## config.mk

```make
export PLATFORM = sky130hd
export DESIGN_NAME = cpp_dist_unit
export DESIGN_NICKNAME = d
export VERILOG_FILES = /design/src/rtl/cpp_pkg.sv /design/src/rtl/cpp_dist_unit.sv
export SDC_FILE = /design/constraint.sdc
export NUM_CORES = 1
export LEC_CHECK = 0
export BUFFER_PORTS_ARGS = -buffer_cell sky130_fd_sc_hd__buf_2
export CAP_MARGIN = 20
export CORE_MARGIN = 10
export CORE_UTILIZATION = 40
export DETAILED_ROUTE_END_ITERATION = 6
export SLEW_MARGIN = 15
export SYNTH_ARGS = -nofsm -noshare
export SYNTH_HDL_FRONTEND = slang
export SYNTH_SLANG_ARGS = --single-unit
```

## constraint.sdc

```tcl
create_clock -name clock -period 12.6 [get_ports clock]
set_clock_uncertainty 0.15 [all_clocks]
set_input_delay 0.63 -clock clock [delete_from_list [all_inputs] [get_ports clock]]
set_output_delay 0.63 -clock clock [all_outputs]
set_load 0.005 [all_outputs]
```

## src/rtl/cpp_pkg.sv

```systemverilog
`timescale 1ns / 1ps
// ----------------------------------------------------------------------------
// cpp_pkg
// Shared types and widths for the closest point pairs block.
// ----------------------------------------------------------------------------
package cpp_pkg;

   localparam int KEY_W  = 32;
   localparam int DIST_W = 34;
   localparam int SQ_W   = 33;

   typedef struct packed {
      logic signed [15:0] x;
      logic signed [15:0] y;
      logic               last;
   } req_type;

   typedef struct packed {
      logic signed [15:0]  first_x;
      logic signed [15:0]  first_y;
      logic signed [15:0]  second_x;
      logic signed [15:0]  second_y;
      logic [DIST_W-1:0]   squared_distance;
      logic                final_res;
      logic [1:0]          status;
   } rsp_type;

   // order keys of a point pair, a <= b
   typedef struct packed {
      logic [KEY_W-1:0] a;
      logic [KEY_W-1:0] b;
   } pair_type;

   localparam logic [1:0] STATUS_OK        = 2'd0;
   localparam logic [1:0] STATUS_FEW       = 2'd1;
   localparam logic [1:0] STATUS_TRUNCATED = 2'd2;
   localparam logic [1:0] STATUS_DROPPED   = 2'd3;

endpackage

```

## src/rtl/cpp_dist_unit.sv

```systemverilog
`timescale 1ns / 1ps
// ----------------------------------------------------------------------------
// cpp_dist_unit
// Squared distance of a key pair; squares registered, sum at the output.
// ----------------------------------------------------------------------------
module cpp_dist_unit (
   input  logic                       clock,
   input  logic                       reset,
   input  logic                       in_valid,
   input  cpp_pkg::pair_type          in_pair,
   output logic                       out_valid,
   output cpp_pkg::pair_type          out_pair,
   output logic [cpp_pkg::DIST_W-1:0] out_dist
);

   logic signed [16:0]             dx, dy;
   logic signed [33:0]             px, py;
   logic [cpp_pkg::SQ_W-1:0]       sx_ff, sy_ff;
   logic                           valid_ff;
   cpp_pkg::pair_type              pair_ff;

   // offset keys keep the signed difference
   assign dx = $signed({1'b0, in_pair.a[31:16]}) - $signed({1'b0, in_pair.b[31:16]});
   assign dy = $signed({1'b0, in_pair.a[15:0]}) - $signed({1'b0, in_pair.b[15:0]});
   assign px = dx * dx;
   assign py = dy * dy;

   always_ff @(posedge clock) begin
      if (reset) begin
         valid_ff <= 1'b0;
      end else begin
         valid_ff <= in_valid;
      end
      sx_ff   <= px[cpp_pkg::SQ_W-1:0];
      sy_ff   <= py[cpp_pkg::SQ_W-1:0];
      pair_ff <= in_pair;
   end

   assign out_valid = valid_ff;
   assign out_pair  = pair_ff;
   assign out_dist  = {1'b0, sx_ff} + {1'b0, sy_ff};

endmodule
```

### Yosys cells after proc, flatten, opt, wreduce, memory -nomap -nowiden

Cells that the tools add are included.
Widths: inputs -> output; s select.

| word-level totals | value |
|---|---|
| flip-flop bits (word level) | 131 |
| bits of input ports | 67 |
| output and inout port bits | 99 |

| operators by class | value |
|---|---|
| add/sub/neg operators | 3 |
| multiply operators | 2 |

Operators with widths:

| operator | count |
|---|---|
| $mul 17x17->33 | 2 |
| $add 33x33->34 | 1 |
| $sub 16x16->17 | 2 |

### Depth between registers and ports, before layout

| depth | value |
|---|---|
| depth in word-level cells | 2 |
| gate-level depth with buffers | 36 |

### Worst setup path after synthesis

No wires, ideal clock.

| timing | value |
|---|---|
| path type | input port to flip-flop |
| start | input port in_pair[48] (netlist bit) |
| end | register sx_ff[31] (netlist bit) |
| setup time | 0.072 ns |
| data arrival time | 8.196 ns |
| required time | 12.378 ns |
| slack | 4.182 ns |
| cell stages on the path | 33 |
| path through | inv_1 ha_1 inv_1 fa_1 a211oi_1 o21bai_1 o211ai_2 o22ai_1 or4_1 a31o_2 a31oi_4 buf_6 buf_4 nand2_1 fa_1 inv_1 fa_1 fa_1 fa_1 fa_1 inv_1 fa_1 inv_1 ha_1 and4_1 a21oi_1 o21ai_0 a21o_1 a221o_1 a31oi_1 o21ai_0 a21oi_1 xnor2_1 |

| on the way | value |
|---|---|
| word-level cells in the longest chain between the ends | 2 |

Ends and longest elaborated chain:

| item | RTL line | source |
|---|---|---|
| from (decl) | cpp_dist_unit.sv:10 | `input cpp_pkg::pair_type in_pair,` |
| $sub 16x16->17 | cpp_dist_unit.sv:23 | `assign dx = $signed({1'b0, in_pair.a[31:16]}) - $signed({1'b0, in_pair.b[31:16]});` |
| $mul 17x17->33 | cpp_dist_unit.sv:25 | `assign px = dx * dx;` |
| net px[31] | cpp_dist_unit.sv:17 | `logic signed [33:0] px, py;` |
| to (signal assigned) | cpp_dist_unit.sv:34 | `sx_ff <= px[cpp_pkg::SQ_W-1:0];` |
| to (decl) | cpp_dist_unit.sv:18 | `logic [cpp_pkg::SQ_W-1:0] sx_ff, sy_ff;` |

The timed path passes the listed nets, and every way through them passes these cells.
A chain may end at the register's enable or synchronous reset.

### Final worst setup path

| timing | value |
|---|---|
| start | input port in_pair[48] (netlist bit) |
| end | register sx_ff[32] (netlist bit) |

Same word-level chain as after synthesis.

==> results.md <==
- Status: finished, final reports clean
- First-pass GRT wire length: 95.0 mm
- Setup violators final: 0
- Largest net degree at the start of global routing: 22
- RSZ-0062 raised after global routing: no
- Worst Setup EP: sx_ff[32]
- Synth unique cells: 76
- Vias in the first global route: 19.1k
- Sink Count: 129
- Worst EP required: 12.84 ns
- 1st-iter DRT viols: 704
- Commonest cells after routing, fill and taps aside: inv_1 (740), fa_1 (523), ha_1 (229)
- Max-cap viol count: 0
- Synth top area share: 43.3%
- Gate Count Post-Synth: 2584
- WS Path Type: in2reg
- Post_cts resized: 0
- Sequential area share after synthesis: 10.7%
- # diodes: 0
- FF+latch count, synth: 129
- Setup Fix Bufs, Post-CTS: 0
- Post-Syn Area: 24200 sq um
- Clk buf depth: 2
- IO Count: 166
- Share of cells above drive strength 1: 8.95%
- CTS H-tree depth: 4
- Critical Path Start Type: primary input
- FFs w/ async S/R, synth: 0%
- Detail Route Antenna Nets: 0
- Reg clk slew, reported paths: 0.07 ns
- Sequential cell area: 2580 sq um
- Worst Setup SP: in_pair[48]
- Max FO, Critical Path: 11
- Worst relative slew slack: 31.3%
- Root Driver: clkbuf_16
- Bufs and invs on worst path: 9
- Total nets after synthesis: 3403
- Area occupied by multi-input gates: 18600 sq um
- Die Area: 70700 sq um
- Slew @ Worst Pin: 1.02 ns
- Max Freq: 0.109 GHz
- WL/cell: 15.8 microns
- Rows: 90
- Vias: 17.1k
- Top_reg_cell synth: dfxtp_1
- Critical path arrival: 9.40 ns
- Die Ht: 266 microns
- Commonest non-fill, non-tap cell in the layout: inv_1
- Total wire length: 55.7 mm
- Nets: 3555
- Die width: 266 microns
- Cells taking the most area after synthesis: fa_1 (43%), ha_1 (12%), inv_1 (11%), dfxtp_1 (11%), xnor2_1 (3.7%)
- Min Tclk post-route: 9.16 ns
- Area after DPL: 25900 sq um
- Hold Path Class: in2reg
- # hold bufs at CTS: 0
- Worst setup EP type: flop
- Input/output buffers: 165
- Layout area overhead: 9.70%
- WP depth: 35
- Area of the core: 60100 sq um
- Detailed-route DRC error count: 0
- Non-Filler Instances: 3531
- GRT Util Overall: 16.7%
- Vias/cell: 4.83
- Period utilisation layout: 72.7%
- Area leader, netlist: fa_1
- Slowest stage delay, CP: 0.53 ns
- Number of flops mapped to enable cells by yosys: 0
- Gr ovfl total: 0
- First-pass detailed-route iteration total: 5
- Slew Viols, Final: 0
- Delay-heaviest family, CP: adder cells
- Critical-path top delay cell: fa_1
- Setup TNS: 0 ns
- Post-Place Cells: 3499
- Final Cell Area: 26500 sq um
- Initial antenna violation count: 0
- Hold Path Origin: in_pair[10]
- Final HPWL DP: 48.0 mm
- Fin. Hold Viols: 0
- Synth warnings: 0
- Syn_area_per_cell: 9.36 sq um
- RePlAce Congestion: 0.926
- Initial Util: 40.2%
- Fill count: 5858
- Total CTS buffers: 17
- CTS tree: yes
layer usage:
metal  up-vias  part of all wire [%]  GRT usage [%]
met5         -                     0              0
met1      8624                    43           21.3
met2       376                    50           28.7
met3        62                   5.0           2.80
li1       7999                     -              -
met4         0                   1.8           4.80
per-stage QoR:
| stage | utilization, % | hold slack [ns] | setup WS [ns] |
|---|---|---|---|
| floorplan | - | 0.508 | 4.18 |
| global placement | 43.1 | 0.597 | 3.21 |
| detailed placement | 43.1 | 0.598 | 3.07 |
| CTS | 44.1 | 0.101 | 3.52 |
| global route | 44.1 | 0.116 | 2.86 |
| finish | 44.1 | 0.130 | 3.44 |
registers in the layout, indices dropped and copies added (netlist names):
name	count
out_pair	64
out_valid	1
sx_ff	32
sy_ff	32
final cells by class:
cell class | count | area share [%]
Multi-Input combinational cell | 1663 | 70.2
Inverter | 748 | 10.6
Sequential cell | 129 | 9.73
Tap cell | 782 | 3.69
Timing Repair Buffer | 177 | 3.45
Clock buffer | 18 | 1.62
Clock inverter | 14 | 0.754
logic make-up after synthesis:
family,share of synthesized area [%]
and+or+nand+nor,9.29
xor gates and xnor gates,5.05
buffers and inverters,12.4
muxes,0.124
AOI/OAI and AO/OA,7.38
adders and majority gates,55.1
DFF,10.7
synthesized netlist by cell type, drive strengths merged, types with 3 or more instances:
cell type	instances
or3	5
a2111oi	3
nor3	25
and4	3
o31ai	10
and2	19
o21bai	9
o21a	20
ha	229
fa	523
nor2b	17
inv	743
a221o	3
a21oi	66
o211ai	4
a21o	33
nand2	196
xor2	31
xnor2	105
dfxtp	129
nor2	190
or2	5
nand4	3
a31o	8
nor4	4
a31oi	11
o22ai	3
clkbuf	38
a21boi	5
o21ai	50
clkinv	5
a211o	3
a211oi	11
nand2b	14
buf	6
and3	7
mux2i	3
nand3	19
a221oi	3
how the worst min path moves through the flow:
| stage | to | slack, ns | cells after the start |
|---|---|---|---|
| floorplan | out_pair[0] | 0.51 | 0 |
| global placement | out_pair[29] | 0.60 | 1 |
| detailed placement | out_pair[32] | 0.60 | 1 |
| CTS | out_pair[10] | 0.10 | 1 |
| global route | out_pair[11] | 0.12 | 1 |
| finish | out_pair[10] | 0.13 | 1 |
Power is not shown: default switching activity piles up to over one toggle a cycle in this logic, so the estimate is an artifact.
